File: src/sv/lmcf_pkg.sv
// ============================================================================
// Lens motor command framer package
// Shared types, frame constants and hex conversion helpers.
// ============================================================================
`default_nettype none

package lmcf_pkg;

  // Command kind codes as they arrive on the input port.
  localparam logic [1:0] KIND_SINGLE = 2'd0;
  localparam logic [1:0] KIND_ALL    = 2'd1;
  localparam logic [1:0] KIND_CAL    = 2'd2;

  // Highest valid single move axis.
  localparam logic [1:0] AXIS_MAX = 2'd2;

  // Frame characters.
  localparam logic [7:0] CH_AT   = 8'h40;
  localparam logic [7:0] CH_ONE  = 8'h31;
  localparam logic [7:0] CH_ZERO = 8'h30;
  localparam logic [7:0] CH_SEVEN = 8'h37;
  localparam logic [7:0] CH_F    = 8'h46;
  localparam logic [7:0] CH_CR   = 8'h0D;
  localparam logic [7:0] CH_LF   = 8'h0A;

  // Byte counter width (longest frame is twenty bytes).
  localparam int unsigned IDX_W = 5;

  // Frame lengths and offsets inside a frame.
  localparam logic [IDX_W-1:0] LEN_CAL      = 5'd8;
  localparam logic [IDX_W-1:0] LEN_SINGLE   = 5'd12;
  localparam logic [IDX_W-1:0] LEN_ALL      = 5'd20;
  localparam logic [IDX_W-1:0] DATA_SINGLE  = 5'd8;
  localparam logic [IDX_W-1:0] DATA_ALL     = 5'd16;
  localparam logic [IDX_W-1:0] OFS_MOTOR    = 5'd3;
  localparam logic [IDX_W-1:0] OFS_POS      = 5'd4;

  // Frame types handed from the front end to the back end.
  typedef enum logic [1:0] {
    FT_SINGLE = 2'd0,
    FT_ALL    = 2'd1,
    FT_CAL    = 2'd2
  } frame_type_t;

  // One classified command, ready to be serialized.
  typedef struct packed {
    frame_type_t ftype;
    logic [7:0]  motor_char;
    logic [15:0] pos_a;
    logic [15:0] pos_b;
    logic [15:0] pos_c;
  } cmd_desc_t;

  function automatic logic [7:0] hex_upper(input logic [3:0] nib);
    logic [7:0] res;
    if (nib < 4'd10) begin
      res = CH_ZERO + {4'd0, nib};
    end else begin
      res = 8'h37 + {4'd0, nib};
    end
    return res;
  endfunction

  function automatic logic [7:0] hex_lower(input logic [3:0] nib);
    logic [7:0] res;
    if (nib < 4'd10) begin
      res = CH_ZERO + {4'd0, nib};
    end else begin
      res = 8'h57 + {4'd0, nib};
    end
    return res;
  endfunction

  // Fixed calibrate frame: '@','0','F','F','7','0',CR,LF.
  function automatic logic [7:0] cal_byte(input logic [2:0] idx);
    logic [7:0] res;
    case (idx)
      3'd0: res = CH_AT;
      3'd1: res = CH_ZERO;
      3'd2: res = CH_F;
      3'd3: res = CH_F;
      3'd4: res = CH_SEVEN;
      3'd5: res = CH_ZERO;
      3'd6: res = CH_CR;
      3'd7: res = CH_LF;
      default: res = CH_LF;
    endcase
    return res;
  endfunction

endpackage

`default_nettype wire

File: src/sv/lmcf_front.sv
// ============================================================================
// Lens motor command framer front end
// Classifies an accepted command and drops those that yield no frame.
// ============================================================================
`default_nettype none

module lmcf_front (
  input  wire logic             accept,
  input  wire logic             link_enabled,
  input  wire logic [1:0]       kind,
  input  wire logic [1:0]       axis,
  input  wire logic [15:0]      position_a,
  input  wire logic [15:0]      position_b,
  input  wire logic [15:0]      position_c,
  output logic                  push,
  output lmcf_pkg::cmd_desc_t   desc
);

  logic keep;

  always_comb begin
    keep            = 1'b0;
    desc.ftype      = lmcf_pkg::FT_CAL;
    desc.motor_char = lmcf_pkg::CH_SEVEN;
    desc.pos_a      = position_a;
    desc.pos_b      = position_b;
    desc.pos_c      = position_c;
    case (kind)
      lmcf_pkg::KIND_SINGLE: begin
        keep            = link_enabled && (axis <= lmcf_pkg::AXIS_MAX);
        desc.ftype      = lmcf_pkg::FT_SINGLE;
        desc.motor_char = lmcf_pkg::CH_ONE + {6'd0, axis};
      end
      lmcf_pkg::KIND_ALL: begin
        keep       = link_enabled;
        desc.ftype = lmcf_pkg::FT_ALL;
      end
      lmcf_pkg::KIND_CAL: begin
        // Calibration goes out even while the link is closed.
        keep       = 1'b1;
        desc.ftype = lmcf_pkg::FT_CAL;
      end
      default: begin
        keep = 1'b0;
      end
    endcase
  end

  assign push = accept && keep;

endmodule

`default_nettype wire

File: src/sv/lmcf_queue.sv
// ============================================================================
// Lens motor command framer command queue
// Two-entry FIFO of classified commands between front and back ends.
// ============================================================================
`default_nettype none

module lmcf_queue (
  input  wire logic                clk,
  input  wire logic                rst_n,
  input  wire logic                push,
  input  wire lmcf_pkg::cmd_desc_t push_desc,
  input  wire logic                pop,
  output logic                     full,
  output logic                     not_empty,
  output lmcf_pkg::cmd_desc_t      head
);

  lmcf_pkg::cmd_desc_t entry_r [2];
  logic       wr_ptr_r, wr_ptr_nxt;
  logic       rd_ptr_r, rd_ptr_nxt;
  logic [1:0] count_r, count_nxt;

  assign full      = (count_r == 2'd2);
  assign not_empty = (count_r != 2'd0);
  assign head      = entry_r[rd_ptr_r];

  always_comb begin
    wr_ptr_nxt = wr_ptr_r;
    rd_ptr_nxt = rd_ptr_r;
    count_nxt  = count_r;
    if (push) begin
      wr_ptr_nxt = ~wr_ptr_r;
    end
    if (pop) begin
      rd_ptr_nxt = ~rd_ptr_r;
    end
    if (push && !pop) begin
      count_nxt = count_r + 2'd1;
    end else if (!push && pop) begin
      count_nxt = count_r - 2'd1;
    end
  end

  always_ff @(posedge clk) begin
    if (!rst_n) begin
      wr_ptr_r <= 1'b0;
      rd_ptr_r <= 1'b0;
      count_r  <= 2'd0;
    end else begin
      wr_ptr_r <= wr_ptr_nxt;
      rd_ptr_r <= rd_ptr_nxt;
      count_r  <= count_nxt;
    end
  end

  always_ff @(posedge clk) begin
    if (push) begin
      entry_r[wr_ptr_r] <= push_desc;
    end
  end

endmodule

`default_nettype wire

File: src/sv/lmcf_back.sv
// ============================================================================
// Lens motor command framer back end
// Serializes the queued command one frame byte per cycle with running BCC.
// ============================================================================
`default_nettype none

module lmcf_back (
  input  wire logic                clk,
  input  wire logic                rst_n,
  input  wire logic                cmd_valid,
  input  wire lmcf_pkg::cmd_desc_t cmd,
  output logic                     pop,
  output logic                     out_valid,
  output logic [7:0]               out_frame_byte,
  output logic                     out_frame_end
);

  logic [lmcf_pkg::IDX_W-1:0] idx_r, idx_nxt;
  logic [7:0]                 bcc_r, bcc_nxt;
  logic                       valid_r, valid_nxt;
  logic [7:0]                 byte_r, byte_nxt;
  logic                       end_r, end_nxt;

  logic [lmcf_pkg::IDX_W-1:0] frame_len;
  logic [lmcf_pkg::IDX_W-1:0] data_len;
  logic [lmcf_pkg::IDX_W-1:0] pos_ofs;
  logic [15:0]                pos_sel;
  logic [3:0]                 nib;
  logic [7:0]                 cur_byte;
  logic                       last;

  always_comb begin
    case (cmd.ftype)
      lmcf_pkg::FT_SINGLE: begin
        frame_len = lmcf_pkg::LEN_SINGLE;
        data_len  = lmcf_pkg::DATA_SINGLE;
      end
      lmcf_pkg::FT_ALL: begin
        frame_len = lmcf_pkg::LEN_ALL;
        data_len  = lmcf_pkg::DATA_ALL;
      end
      default: begin
        frame_len = lmcf_pkg::LEN_CAL;
        data_len  = lmcf_pkg::LEN_CAL;
      end
    endcase
  end

  // Position digit: four digits per position, low byte first, high nibble first.
  always_comb begin
    pos_ofs = idx_r - lmcf_pkg::OFS_POS;
    case (pos_ofs[3:2])
      2'd0:    pos_sel = cmd.pos_a;
      2'd1:    pos_sel = cmd.pos_b;
      default: pos_sel = cmd.pos_c;
    endcase
    case (pos_ofs[1:0])
      2'd0:    nib = pos_sel[7:4];
      2'd1:    nib = pos_sel[3:0];
      2'd2:    nib = pos_sel[15:12];
      default: nib = pos_sel[11:8];
    endcase
  end

  always_comb begin
    if (cmd.ftype == lmcf_pkg::FT_CAL) begin
      cur_byte = lmcf_pkg::cal_byte(idx_r[2:0]);
    end else if (idx_r == 5'd0) begin
      cur_byte = lmcf_pkg::CH_AT;
    end else if (idx_r == 5'd1) begin
      cur_byte = lmcf_pkg::CH_ONE;
    end else if (idx_r == 5'd2) begin
      cur_byte = lmcf_pkg::CH_ZERO;
    end else if (idx_r == lmcf_pkg::OFS_MOTOR) begin
      cur_byte = cmd.motor_char;
    end else if (idx_r < data_len) begin
      cur_byte = lmcf_pkg::hex_upper(nib);
    end else if (idx_r == data_len) begin
      cur_byte = lmcf_pkg::hex_lower(bcc_r[7:4]);
    end else if (idx_r == data_len + 5'd1) begin
      cur_byte = lmcf_pkg::hex_lower(bcc_r[3:0]);
    end else if (idx_r == data_len + 5'd2) begin
      cur_byte = lmcf_pkg::CH_CR;
    end else begin
      cur_byte = lmcf_pkg::CH_LF;
    end
  end

  assign last = (idx_r == frame_len - 5'd1);
  assign pop  = cmd_valid && last;

  always_comb begin
    idx_nxt   = idx_r;
    bcc_nxt   = bcc_r;
    valid_nxt = cmd_valid;
    byte_nxt  = cur_byte;
    end_nxt   = cmd_valid && last;
    if (cmd_valid) begin
      if (last) begin
        idx_nxt = '0;
        bcc_nxt = 8'd0;
      end else begin
        idx_nxt = idx_r + 5'd1;
        if (idx_r < data_len) begin
          bcc_nxt = bcc_r ^ cur_byte;
        end
      end
    end
  end

  always_ff @(posedge clk) begin
    if (!rst_n) begin
      idx_r   <= '0;
      bcc_r   <= 8'd0;
      valid_r <= 1'b0;
      end_r   <= 1'b0;
    end else begin
      idx_r   <= idx_nxt;
      bcc_r   <= bcc_nxt;
      valid_r <= valid_nxt;
      end_r   <= end_nxt;
    end
  end

  always_ff @(posedge clk) begin
    byte_r <= byte_nxt;
  end

  assign out_valid      = valid_r;
  assign out_frame_byte = byte_r;
  assign out_frame_end  = end_r;

endmodule

`default_nettype wire

File: src/sv/lens_motor_command_framer_core.sv
// ============================================================================
// Lens motor command framer core
// Turns lens motor commands into ASCII frames with an XOR BCC, one byte out
// per clock cycle.
// ============================================================================
//
//   Channel  Handshake              Payload
//   -------  ---------------------  ------------------------------------------
//   in       start / busy           in_kind, in_axis, in_position_a/b/c
//   out      out_valid (strobe)     out_frame_byte, out_frame_end
//   cfg      cfg_wr_en              cfg_wr_data (link_enabled)
//
// A command beat is taken when start is high and busy is low. The back end
// emits one frame byte per cycle: a calibrate frame is 8 bytes long, a single
// axis move 12 and an all axes move 20, and frames follow one another with no
// gap while commands are queued. The two-entry command queue sets how far the
// front end runs ahead; busy is high only while both entries are held.
// A command that reaches an empty queue is registered in it, then its first
// byte is registered in the back end. Reset is synchronous and active low;
// it empties the queue and clears the link enable. The receiver cannot stall
// the output, so each byte strobe lasts exactly one cycle.
// ============================================================================
`default_nettype none

module lens_motor_command_framer_core (
  input  wire logic        clk,
  input  wire logic        rst_n,
  // Command input.
  input  wire logic        start,
  output logic             busy,
  input  wire logic [1:0]  in_kind,
  input  wire logic [1:0]  in_axis,
  input  wire logic [15:0] in_position_a,
  input  wire logic [15:0] in_position_b,
  input  wire logic [15:0] in_position_c,
  // Frame byte output.
  output logic             out_valid,
  output logic [7:0]       out_frame_byte,
  output logic             out_frame_end,
  // Configuration.
  input  wire logic        cfg_wr_en,
  input  wire logic        cfg_wr_data
);

  logic                link_enabled_r, link_enabled_nxt;
  logic                accept;
  logic                push;
  logic                pop;
  logic                q_full;
  logic                q_not_empty;
  lmcf_pkg::cmd_desc_t push_desc;
  lmcf_pkg::cmd_desc_t head_desc;

  // The link enable is sampled when a command is accepted, so a closed link
  // drops position commands right at the front end.
  assign link_enabled_nxt = cfg_wr_en ? cfg_wr_data : link_enabled_r;

  always_ff @(posedge clk) begin
    if (!rst_n) begin
      link_enabled_r <= 1'b0;
    end else begin
      link_enabled_r <= link_enabled_nxt;
    end
  end

  assign busy   = q_full;
  assign accept = start && !busy;

  // Front end: classify the command, discard the ones that give no frame.
  lmcf_front u_front (
    .accept       (accept),
    .link_enabled (link_enabled_r),
    .kind         (in_kind),
    .axis         (in_axis),
    .position_a   (in_position_a),
    .position_b   (in_position_b),
    .position_c   (in_position_c),
    .push         (push),
    .desc         (push_desc)
  );

  // Queue decouples acceptance from serialization.
  lmcf_queue u_queue (
    .clk       (clk),
    .rst_n     (rst_n),
    .push      (push),
    .push_desc (push_desc),
    .pop       (pop),
    .full      (q_full),
    .not_empty (q_not_empty),
    .head      (head_desc)
  );

  // Back end: one frame byte per cycle, BCC accumulated along the way, the
  // queue entry released on the final LF byte.
  lmcf_back u_back (
    .clk            (clk),
    .rst_n          (rst_n),
    .cmd_valid      (q_not_empty),
    .cmd            (head_desc),
    .pop            (pop),
    .out_valid      (out_valid),
    .out_frame_byte (out_frame_byte),
    .out_frame_end  (out_frame_end)
  );

endmodule

`default_nettype wire

File: config.mk
export PLATFORM = sky130hd
export DESIGN_NAME = lens_motor_command_framer_core
export DESIGN_NICKNAME = d
export VERILOG_FILES = /design/src/sv/lmcf_pkg.sv /design/src/sv/lmcf_front.sv /design/src/sv/lmcf_queue.sv /design/src/sv/lmcf_back.sv /design/src/sv/lens_motor_command_framer_core.sv
export SDC_FILE = /design/constraint.sdc
export NUM_CORES = 1
export LEC_CHECK = 0
export BUFFER_PORTS_ARGS = -buffer_cell sky130_fd_sc_hd__buf_2
export CAP_MARGIN = 5
export CORE_ASPECT_RATIO = 1.25
export CORE_UTILIZATION = 59
export DETAILED_ROUTE_END_ITERATION = 6
export GPL_TIMING_DRIVEN = 0
export PLACE_DENSITY_LB_ADDON = 0.15
export SLEW_MARGIN = 15
export SYNTH_ARGS = -nofsm -noshare
export SYNTH_HDL_FRONTEND = slang
export SYNTH_SLANG_ARGS = --single-unit
export TNS_END_PERCENT = 100
File: constraint.sdc
create_clock -name clk -period 6.4 [get_ports clk]
set_input_delay 1.28 -clock clk [delete_from_list [all_inputs] [get_ports clk]]
set_output_delay 1.28 -clock clk [all_outputs]
set_load 0.03 [all_outputs]
Word-level counts from Yosys, hierarchy flattened
Memories as Yosys holds them, arrays and structs flattened. A register that Yosys moved wholly into a read port is not among the register bits.
Index checks and enable logic that the tools add are counted.
{"block": "totals", "ram_bits": 116, "ff_bits": 28, "memories": 2, "romBits": 56, "wordCells": 96, "latchBits": 0}
{"memory": "u_queue.entry_r", "depth": 2, "word_bits": 58, "read_ports": 1, "rd_clocked_by_memory_dff": 1, "write_ports": 1, "line_no": "lmcf_queue.sv:18", "text": "lmcf_pkg::cmd_desc_t entry_r [2];"}
{"memory": "(no name shown)", "depth": 8, "word_bits": 7, "read_ports": 1, "rd_clocked_by_memory_dff": 1, "write_ports": 0, "line_no": "lmcf_pkg.sv:77", "text": "case (idx)"}
{"block": "op_classes", "n_shift": 0, "addsub": 14, "reduce_logical": 18, "order_cmp": 5, "n_eq_ne": 15, "bitwise_logic": 3, "div_mod_pow": 0, "multipliers": 0, "mux": 30}
{"op": "$mux 8", "n": 14}
{"op": "$pmux 16 s2", "n": 1}
{"op": "$add 6x4->7 const A", "n": 4}
{"op": "$eq 5x5->1", "n": 4}
{"op": "$add 7x4->8 const A", "n": 2}
{"op": "$lt 4x4->1 const B", "n": 3}
{"op": "$pmux 4 s3", "n": 1}
{"op": "$add 5x1->5 const B", "n": 2}
{"op": "$eq 5x2->1 const B", "n": 2}
{"op": "$mux 5", "n": 2}
{"op": "$pmux 5 s2", "n": 1}
{"op": "$mux 3", "n": 3}
{"op": "$eq 2x1->1 const B", "n": 4}
{"op": "$eq 2x2->1 const B", "n": 4}
{"op": "$logic_not 2->1", "n": 4}
{"op": "$xor 8x8->8", "n": 1}
{"op": "$add 6x2->7 const A", "n": 1}
{"op": "$logic_and 1x1->1", "n": 6}
{"op": "$reduce_bool 2->1", "n": 3}
{"op": "$add 5x2->5 const B", "n": 1}
{"op": "$eq 5x1->1 const B", "n": 1}
{"op": "$logic_not 5->1", "n": 1}
{"op": "$lt 5x5->1", "n": 1}
{"op": "$sub 5x1->5 const B", "n": 1}
{"op": "11 further kinds", "n": 18}

Logic depth before layout (Yosys ltp)
Gate-level depths: netlist (run 1).
{"block": "depth", "depth_word": 16, "depth_mapped": 14}

Cells and area by module
A second synthesis (run 1) with hierarchy kept.
{"block": "unflattened", "cells_unflattened": 579, "hier_area_um2": 7425.9}
{"module": "lmcf_queue", "cells_each": 202, "area_per_inst_um2": 4478.0, "n_inst": 1, "seq_area_each_um2": 3583.4}
{"module": "lmcf_back", "cells_each": 307, "area_per_inst_um2": 2429.8, "n_inst": 1, "seq_area_each_um2": 580.6}
{"module": "lmcf_front", "cells_each": 66, "area_per_inst_um2": 475.5, "n_inst": 1, "seq_area_each_um2": 0.0}
{"module": "lens_motor_command_framer_core", "cells_each": 4, "area_per_inst_um2": 42.5, "n_inst": 1, "seq_area_each_um2": 20.0}

Worst setup path after synthesis (run 1)
Ideal clock, no wire load.
{"block": "synth_timing", "kind": "input to register", "startpoint": "input in_axis[0]", "endpoint": "memory u_queue.entry_r[0][0] in the netlist's numbering (enable)", "arrival_time_ps": 4605, "path_slack_ps": 1324, "setup_ps": 471, "cell_stages": 6, "path_cell_list": "ha_1 inv_1 o21ai_0 mux2_2 nor3b_1 nor2b_1"}
{"block": "synth_between", "elab_chain_len": 6}
{"element": "start, declared", "line_no": "lens_motor_command_framer_core.sv:32", "text": "input wire logic [1:0] in_axis,"}
{"element": "$le 2x2->1", "line_no": "lmcf_front.sv:30", "text": "keep = link_enabled && (axis <= lmcf_pkg::AXIS_MAX);"}
{"element": "$logic_and 1x1->1", "line_no": "lmcf_front.sv:30"}
{"element": "$pmux 1 s3", "line_no": "lmcf_front.sv:28", "text": "case (kind)"}
{"element": "$logic_and 1x1->1", "line_no": "lmcf_front.sv:49", "text": "assign push = accept && keep;"}
{"element": "via push", "line_no": "lens_motor_command_framer_core.sv:47", "text": "logic push;"}
{"element": "$mux 1", "line_no": "lmcf_queue.sv:57", "text": "if (push) begin"}
{"element": "$mux 1 (not written as such)", "line_no": "lmcf_queue.sv:58", "text": "entry_r[wr_ptr_r] <= push_desc;"}
{"element": "end, declared", "line_no": "lmcf_queue.sv:18"}
The timed path passes the listed nets, and every way through them passes these cells.

Worst setup path after layout (run 1)
{"block": "layout_timing", "startpoint": "register u_back.idx_r[2] in the netlist's numbering", "endpoint": "register u_back.bcc_r[4]"}
{"block": "layout_between", "elab_chain_len": 15}
{"element": "start, declared", "line_no": "lmcf_back.sv:18", "text": "logic [lmcf_pkg::IDX_W-1:0] idx_r, idx_nxt;"}
{"element": "start signal, assigned", "line_no": "lmcf_back.sv:118", "text": "idx_r <= idx_nxt;"}
{"element": "$sub 4x3->4", "line_no": "lmcf_back.sv:51", "text": "pos_ofs = idx_r - lmcf_pkg::OFS_POS;"}
{"element": "$eq 2x1->1 or $logic_not 2->1 (tied branches)", "line_no": "lmcf_back.sv:52", "text": "case (pos_ofs[3:2])"}
{"element": "$pmux 16 s2", "line_no": "lmcf_back.sv:52"}
{"element": "$pmux 4 s3", "line_no": "lmcf_back.sv:57", "text": "case (pos_ofs[1:0])"}
{"element": "$add 6x4->7 (tied with other cells)", "line_no": "lmcf_pkg.sv:59", "text": "res = 8'h37 + {4'd0, nib};"}
{"element": "$mux 8", "line_no": "lmcf_pkg.sv:56", "text": "if (nib < 4'd10) begin"}
{"element": "$mux 8", "line_no": "lmcf_back.sv:76", "text": "end else if (idx_r < data_len) begin"}
{"element": "$mux 8", "line_no": "lmcf_back.sv:74", "text": "end else if (idx_r == lmcf_pkg::OFS_MOTOR) begin"}
{"element": "$mux 8", "line_no": "lmcf_back.sv:72", "text": "end else if (idx_r == 5'd2) begin"}
{"element": "$mux 8", "line_no": "lmcf_back.sv:70", "text": "end else if (idx_r == 5'd1) begin"}
{"element": "$mux 8", "line_no": "lmcf_back.sv:68", "text": "end else if (idx_r == 5'd0) begin"}
{"element": "$mux 8", "line_no": "lmcf_back.sv:66", "text": "if (cmd.ftype == lmcf_pkg::FT_CAL) begin"}
{"element": "$xor 8x8->8", "line_no": "lmcf_back.sv:105", "text": "bcc_nxt = bcc_r ^ cur_byte;"}
{"element": "$mux 8", "line_no": "lmcf_back.sv:104", "text": "if (idx_r < data_len) begin"}
{"element": "$mux 8", "line_no": "lmcf_back.sv:99", "text": "if (last) begin"}
{"element": "end signal, assigned", "line_no": "lmcf_back.sv:119", "text": "bcc_r <= bcc_nxt;"}
{"element": "end, declared", "line_no": "lmcf_back.sv:19", "text": "logic [7:0] bcc_r, bcc_nxt;"}
Several ways; a longest one is shown, not always the timed one. The select of a mux whose other input is x is not followed.
A chain may end at the register's enable or synchronous reset.

==> metrics.yaml, run 1 <==
logic_synthesis:
  syn_inst: 486
  synth.most_common_cell: "edfxtp_1"
  yosys_warnings: 0
  synth.net_count: 561
  yosys.area_share.simple_pct: 9.51
  synth_area_um2: 6290
  synth_area_per_cell_um2: 12.9
  synth-xor-area-share_pct: 1.25
  ys_ff_latch: 139
  synth_cell_types: 68
  netlist_top_cells_area: "edfxtp_1 51%, dfxtp_1 11%, mux2i_1 7.5%, ha_1 3.6%, nand2_1 1.9%"
  synth_top_area_share_pct: 50.6
  ys_top_cells_by_count: "106 x edfxtp_1, 47 x mux2i_1, 33 x dfxtp_1"
  yosysTopAreaCell: "edfxtp_1"
  synth_top_family_by_area: "compound AO/OA/AOI/OAI gates"
  synth_flop_cell: "edfxtp_1"
  synth_compound_area_share_pct: 11.8
  synth_edf_count: 106
  seq_area_frac_synth_pct: 61.1
  synth_mux_area_share_pct: 8.79
  async_reset_ff_share_pct: 0
  synthAdderAreaFrac_pct: 3.58
die:
  die_width_um: 94.3
  die_h_um: 117
  pin_count: 68
  die-area_um2: 11100
  start_util_pct: 61.6
  core_region_area_um2: 10200
  std_cell_rows: 41
power:
  seqPwrFrac_pct: 45.7
  ir_drop_uv: 194
  clkPwrFrac_pct: 43.5
  power.switching_uw: 566
  p_sw_share_pct: 25.2
  p_int_mw: 1.68
  power.total_mw: 2.25
  power_frac_comb_pct: 10.8
  p_per_area_nw_per_um2: 303
  leakagePower_nw: 2.64
worst_setup_path:
  arrival_ns: 4.04
  worstPathMaxFanout: 10
  critical_path.cell_chain: "inv_1 > ha_1 > clkbuf_1 > inv_1 > o22ai_1 > a22o_1 > a211o_1 > a32oi_2 > ha_1 > a31oi_1 > nor3_1 > o31ai_1 > a21oi_1 > mux2i_1"
  critical_path.max_stage_delay_ns: 0.48
  worstReg2RegEnd: "u_back.bcc_r[4]$_SDFFE_PN0P_"
  path_delay_family: "compound AO/OA/AOI/OAI gates"
  crit_start: "u_back.idx_r[2]$_SDFFE_PN0P_"
  worst_setup_path_start_kind: "flop"
  worst_path_max_delay_cell: "dfxtp_1"
  reg2reg_depth: 14
  r2r_start: "u_back.idx_r[2]$_SDFFE_PN0P_"
  cp.buffers_inverters: 3
  required_ns: 6.75
  worstSetupPathType: "flop to flop"
  r2r_slack_ns: 2.71
  cp-end-kind: "flop"
timing:
  rsz0062_at_grt: "no"
  setup_viol_count_final: 0
  clock_skew_ns: 0.00854
  whs_ns: 0.495
  slew_viol_final: 0
  fmax_ghz: 0.271
  period_needed_ns: 3.69
  tns_ns: 0
  worst_slack_ns: 2.71
  finalCritPeriodShare_pct: 57.7
  tightest_slew_ns: 0.818
  maxSlewHeadroom_pct: 45.1
  finalHoldViolations: 0
drt:
  drt_wl_total_mm: 14.1
  vias: 4299
  antenna_left: 0
  drtIter0Drc: 191
  drt_pass1_iterations: 7
  drc: 1
  met2_length_mm: 7.63
  dr_wl_met3_um: 624
  wl_met1_mm: 5.24
  detail_route.vias_per_cell: 6.01
  routed.top_layer: "met4"
  wl_per_cell_um: 19.7
clock_network:
  cts_setup_buffers: 0
  cts_tree: "done"
  clockRootBuffer: "clkbuf_16"
  clk_pin_slew_worst_paths_ns: 0.06
  cts.path.max_buffers: 2
  cts_hold_buffers: 0
  htree_levels: 4
  insertion_delay_ns: 0.42
  cts_resized: 0
  numCtsBuffers: 17
  cts_sinks: 139
grt:
  grt_overflow: 0
  grt_pass1_vias: 4396
  grt_max_degree: 54
  grt_antenna_before_repair: 0
  grtUsageTotal_pct: 27.2
  grt_pass1_wl_mm: 21.8
placement:
  dp_slack_ns: 2.69
  port_buffers: 66
  place_hpwl_mm: 9.86
  gp_congestion: 0.868
flow_run:
  maxCapViolations: 0
outcome:
  violations: "DRC"
  status: "finished with violations"
cells_and_area:
  insertedDiodeCount: 0
  fillers: 725
  nets: 648
  drive_above_1_share_pct: 21.0
  area_growth_pct: 17.9
min_path:
  hold_path_class: "flop to flop"
  hold_path_depth: 2
  hold_end: "u_back.bcc_r[6]$_SDFFE_PN0P_"
  hp-start: "u_back.bcc_r[6]$_SDFFE_PN0P_"
==> state kept, by name, indices dropped and copies added (netlist names), named ones only <==
name	count
u_queue.entry_r	106
u_back.bcc_r	7
u_back.out_frame_byte	7
u_back.idx_r	5
u_queue.count_r	2
link_enabled_r	1
u_back.out_frame_end	1
u_back.out_valid	1
u_queue.rd_ptr_r	1
u_queue.wr_ptr_r	1
==> worst max path at each step <==
stage | end | slack [ns] | cells past startpoint
final | u_back.bcc_r[4]$_SDFFE_PN0P_ | 2.71 | 14
after global routing | u_back.bcc_r[4]$_SDFFE_PN0P_ | 2.42 | 14
after CTS | u_back.bcc_r[4]$_SDFFE_PN0P_ | 2.71 | 14
after detailed placement | u_back.bcc_r[4]$_SDFFE_PN0P_ | 2.69 | 14
after global placement | u_queue.entry_r[0][44]$_DFFE_PP_ | -0.02 | 7
after floorplan | u_queue.entry_r[0][0]$_DFFE_PP_ | 1.32 | 6
==> logic make-up after synthesis <==
group / after synthesis
AO/OA/AOI/OAI: 104
adder cells (fa/ha/maj): 18
flip-flops: 139
buffers and inverters: 42
XOR/XNOR: 9
other: 1
AND/OR/NAND/NOR: 119
multiplexers: 54
==> per-stage QoR <==
step	cells	utilization, %	instance area [um^2]
6_report	715	72.7	7420
5_1_grt	715	72.7	7420
4_1_cts	715	72.7	7420
3_5_place_dp	683	66.9	6830
3_3_place_gp	681	66.4	6780
2_1_floorplan	486	-	6290
==> worst reg2reg max path, delay by kind of cell (launching register included) <==
family | cells | cell delay, ns
muxes | 1 | 0.21
adders and majority gates | 2 | 0.51
and+or+nand+nor | 1 | 0.31
buffers and inverters | 3 | 0.72
DFF | 1 | 0.48
AOI/OAI and AO/OA | 7 | 1.38
==> cells in the final DEF (no fill, tap or decap), types with 4 or more instances in the layout <==
master | synthesis | layout
a21o_1 | 5 | 5
a21oi_1 | 17 | 17
a221oi_1 | 5 | 5
buf_12 | 4 | 6
buf_2 | 2 | 68
clkbuf_1 | 12 | 13
clkbuf_16 | 0 | 17
clkinvlp_4 | 0 | 4
dfxtp_1 | 33 | 33
edfxtp_1 | 106 | 106
ha_1 | 18 | 18
inv_1 | 20 | 20
inv_6 | 0 | 6
mux2_2 | 6 | 6
mux2i_1 | 47 | 47
nand2_1 | 31 | 31
nand2b_1 | 11 | 11
nand3_1 | 12 | 12
nand4_1 | 4 | 4
nor2_1 | 25 | 25
nor2b_1 | 6 | 5
nor3_1 | 9 | 9
o21ai_0 | 13 | 13
o21ai_1 | 4 | 4
o221ai_1 | 4 | 4
o22ai_1 | 14 | 14
o31ai_1 | 4 | 4
xnor2_1 | 6 | 6
==> power groups by stage <==
stage                     Clock (mW)  Combinational [mW]  Sequential (mW)
after global routing            1.02               0.265             1.03
after global placement             0               0.230             1.05
after CTS                      0.981               0.243             1.03
after detailed placement           0               0.240             1.04
after floorplan                    0               0.140             1.06
final                          0.976               0.243             1.03
==> final cells by class <==
class / instances / area [um^2] / area share, %
multi-input combinational: 305 / 2210 / 29.8
inverter: 21 / 78.8 / 1.06
clock buffer: 18 / 429 / 5.79
timing repair buffer: 68 / 370 / 4.99
sequential: 139 / 3840 / 51.8
tap: 129 / 161 / 2.18
clock inverter: 14 / 158 / 2.13
buffer: 21 / 165 / 2.23
==> layer usage <==
metal	GRT usage, %	vias up
met5	0	-
met4	14.6	0
met3	5.77	48
met2	49.0	149
met1	28.8	2076
li1	-	2026
(Power assumes the default switching activity.)
==> run 2: changes to the inputs <==
==> constraint.sdc (replaced) <==
create_clock -name clk -period 3.8 [get_ports clk]
set_input_delay 0.76 -clock clk [delete_from_list [all_inputs] [get_ports clk]]
set_output_delay 0.76 -clock clk [all_outputs]
set_load 0.03 [all_outputs]
==> run 2 against run 1 <==
Net effect: the run now ends clean; clock skew up 0.0027 ns; sequential cell count unchanged; worst hold slack worse by 0.013 ns; largest cell class unchanged; largest power group is now the clock network.
==> metrics.yaml, run 2 (synthesis results as in run 1) <==
worst_setup_path:
  worst_path_max_delay_cell: "dfxtp_1"
  worstSetupPathType: "flop to flop"
  worst_setup_path_start_kind: "flop"
  cp-end-kind: "flop"
  arrival_ns: 3.98
  reg2reg_depth: 14
  r2r_start: "u_back.idx_r[3]$_SDFFE_PN0P_"
  worstPathMaxFanout: 10
  critical_path.max_stage_delay_ns: 0.42
  r2r_slack_ns: 0.18
  worstReg2RegEnd: "u_back.bcc_r[4]$_SDFFE_PN0P_"
  critical_path.cell_chain: "inv_1 > ha_1 > clkbuf_1 > inv_1 > o22ai_1 > a22o_1 > a211o_1 > a32oi_2 > ha_1 > a31oi_1 > nor3_1 > o31ai_1 > a21oi_1 > mux2i_1"
  required_ns: 4.15
  crit_start: "u_back.idx_r[3]$_SDFFE_PN0P_"
grt:
  grtUsageTotal_pct: 26.7
  grt_overflow: 0
  grt_pass1_wl_mm: 21.5
  grt_max_degree: 54
  grt_antenna_before_repair: 0
  grt_pass1_vias: 4280
die:
  die_h_um: 117
  die_width_um: 94.3
  start_util_pct: 61.6
  pin_count: 68
  std_cell_rows: 41
  core_region_area_um2: 10200
  die-area_um2: 11100
timing:
  rsz0062_at_grt: "no"
  finalHoldViolations: 0
  worst_slack_ns: 0.176
  fmax_ghz: 0.276
  setup_viol_count_final: 0
  finalCritPeriodShare_pct: 95.4
  slew_viol_final: 0
  clock_skew_ns: 0.0113
  tightest_slew_ns: 0.811
  whs_ns: 0.482
  period_needed_ns: 3.62
  maxSlewHeadroom_pct: 45.8
cells_and_area:
  final_cell_mix: "106 x edfxtp_1, 68 x buf_2, 47 x mux2i_1, 32 x dfxtp_1, 31 x nand2_1"
  drive_above_1_share_pct: 21.4
  stdcell_count: 714
  largest_register: "u_queue.entry_r"
  largest_reg_flops: 106
  final_core_util_pct: 73.0
  fillers: 693
  layout_commonest_cell: "edfxtp_1"
  nets: 647
  insertedDiodeCount: 0
  area_growth_pct: 18.4
drt:
  drc: 0
  detail_route.vias_per_cell: 6.03
  antenna_left: 0
  drt_pass1_iterations: 5
  drt_wl_total_mm: 13.9
  vias: 4303
  wl_per_cell_um: 19.5
  drtIter0Drc: 273
power:
  ir_drop_uv: 316
  p_per_area_nw_per_um2: 527
  seqPwrFrac_pct: 44.1
  p_sw_share_pct: 24.5
  power_frac_comb_pct: 10.5
  power.switching_uw: 962
  p_int_mw: 2.96
  clkPwrFrac_pct: 45.4
  leakagePower_nw: 2.67
clock_network:
  numCtsBuffers: 17
  cts_resized: 0
  cts_tree: "done"
  cts_sinks: 139
  cts_setup_buffers: 0
  cts.path.max_buffers: 2
  clockRootBuffer: "clkbuf_16"
  insertion_delay_ns: 0.42
  clk_pin_slew_worst_paths_ns: 0.06
  cts_hold_buffers: 0
  htree_levels: 4
min_path:
  hold_path_class: "flop to flop"
  hold_path_depth: 2
  hold_end: "u_back.bcc_r[6]$_SDFFE_PN0P_"
  hp-start: "u_back.bcc_r[6]$_SDFFE_PN0P_"
placement:
  dp_slack_ns: 0.104
  port_buffers: 66
  place_inst: 682
  place_hpwl_mm: 9.79
  gp_congestion: 0.914
flow_run:
  maxCapViolations: 0
outcome:
  status: "finished, final reports clean"
run 2: final cells by class:
| class | instances | area [um^2] | share of cell area [%] |
|---|---|---|---|
| sequential | 139 | 3840 | 51.6 |
| multi-input combinational | 305 | 2210 | 29.7 |
| tap | 129 | 161 | 2.17 |
| timing repair buffer | 67 | 350 | 4.70 |
| clock buffer | 18 | 429 | 5.76 |
| buffer | 21 | 165 | 2.22 |
| inverter | 21 | 78.8 | 1.06 |
| clock inverter | 14 | 208 | 2.79 |
run 2: power groups by stage:
stage	sequential, mW	combinational, mW	clock, mW
CTS	1.73	0.407	1.79
finish	1.73	0.411	1.78
global route	1.74	0.445	1.86
detailed placement	1.76	0.403	0
floorplan	1.78	0.236	0
global placement	1.76	0.387	0
run 2: critical path, delay by kind of cell (launching register included):
kind            cells  cell delay (ns)
buf+inv             3             0.68
simple gates        1             0.34
compound gates      7             1.44
flops               1             0.42
mux                 1             0.19
fa+ha+maj           2             0.49
run 2: worst max-delay path by stage:
stage                                  endpoint  slack (ns)  cells past startpoint
2_1_floorplan   u_queue.entry_r[0][0]$_DFFE_PP_        0.26                      6
3_3_place_gp   u_queue.entry_r[0][39]$_DFFE_PP_       -0.68                      7
3_5_place_dp       u_back.bcc_r[4]$_SDFFE_PN0P_        0.10                     14
4_1_cts            u_back.bcc_r[4]$_SDFFE_PN0P_        0.08                     14
5_1_grt            u_back.bcc_r[4]$_SDFFE_PN0P_       0.008                     14
6_report           u_back.bcc_r[4]$_SDFFE_PN0P_        0.18                     14
run 2: per-stage QoR:
step / setup TNS, ns / power [mW] / area, um^2
2_1_floorplan: 0 / 2.02 / 6290
3_3_place_gp: -59.08 / 2.15 / 6780
4_1_cts: 0 / 3.93 / 7450
5_1_grt: 0 / 4.04 / 7450
6_report: 0 / 3.93 / 7450
3_5_place_dp: 0 / 2.17 / 6810
run 2: metal layers:
layer / GRT usage, % / up-vias / share of wire (%)
met5: 0 / - / 0
met1: 29.3 / 2105 / 39
met4: 15.9 / 0 / 4.7
met2: 46.9 / 144 / 53
met3: 4.99 / 36 / 3.6
li1: - / 2018 / -
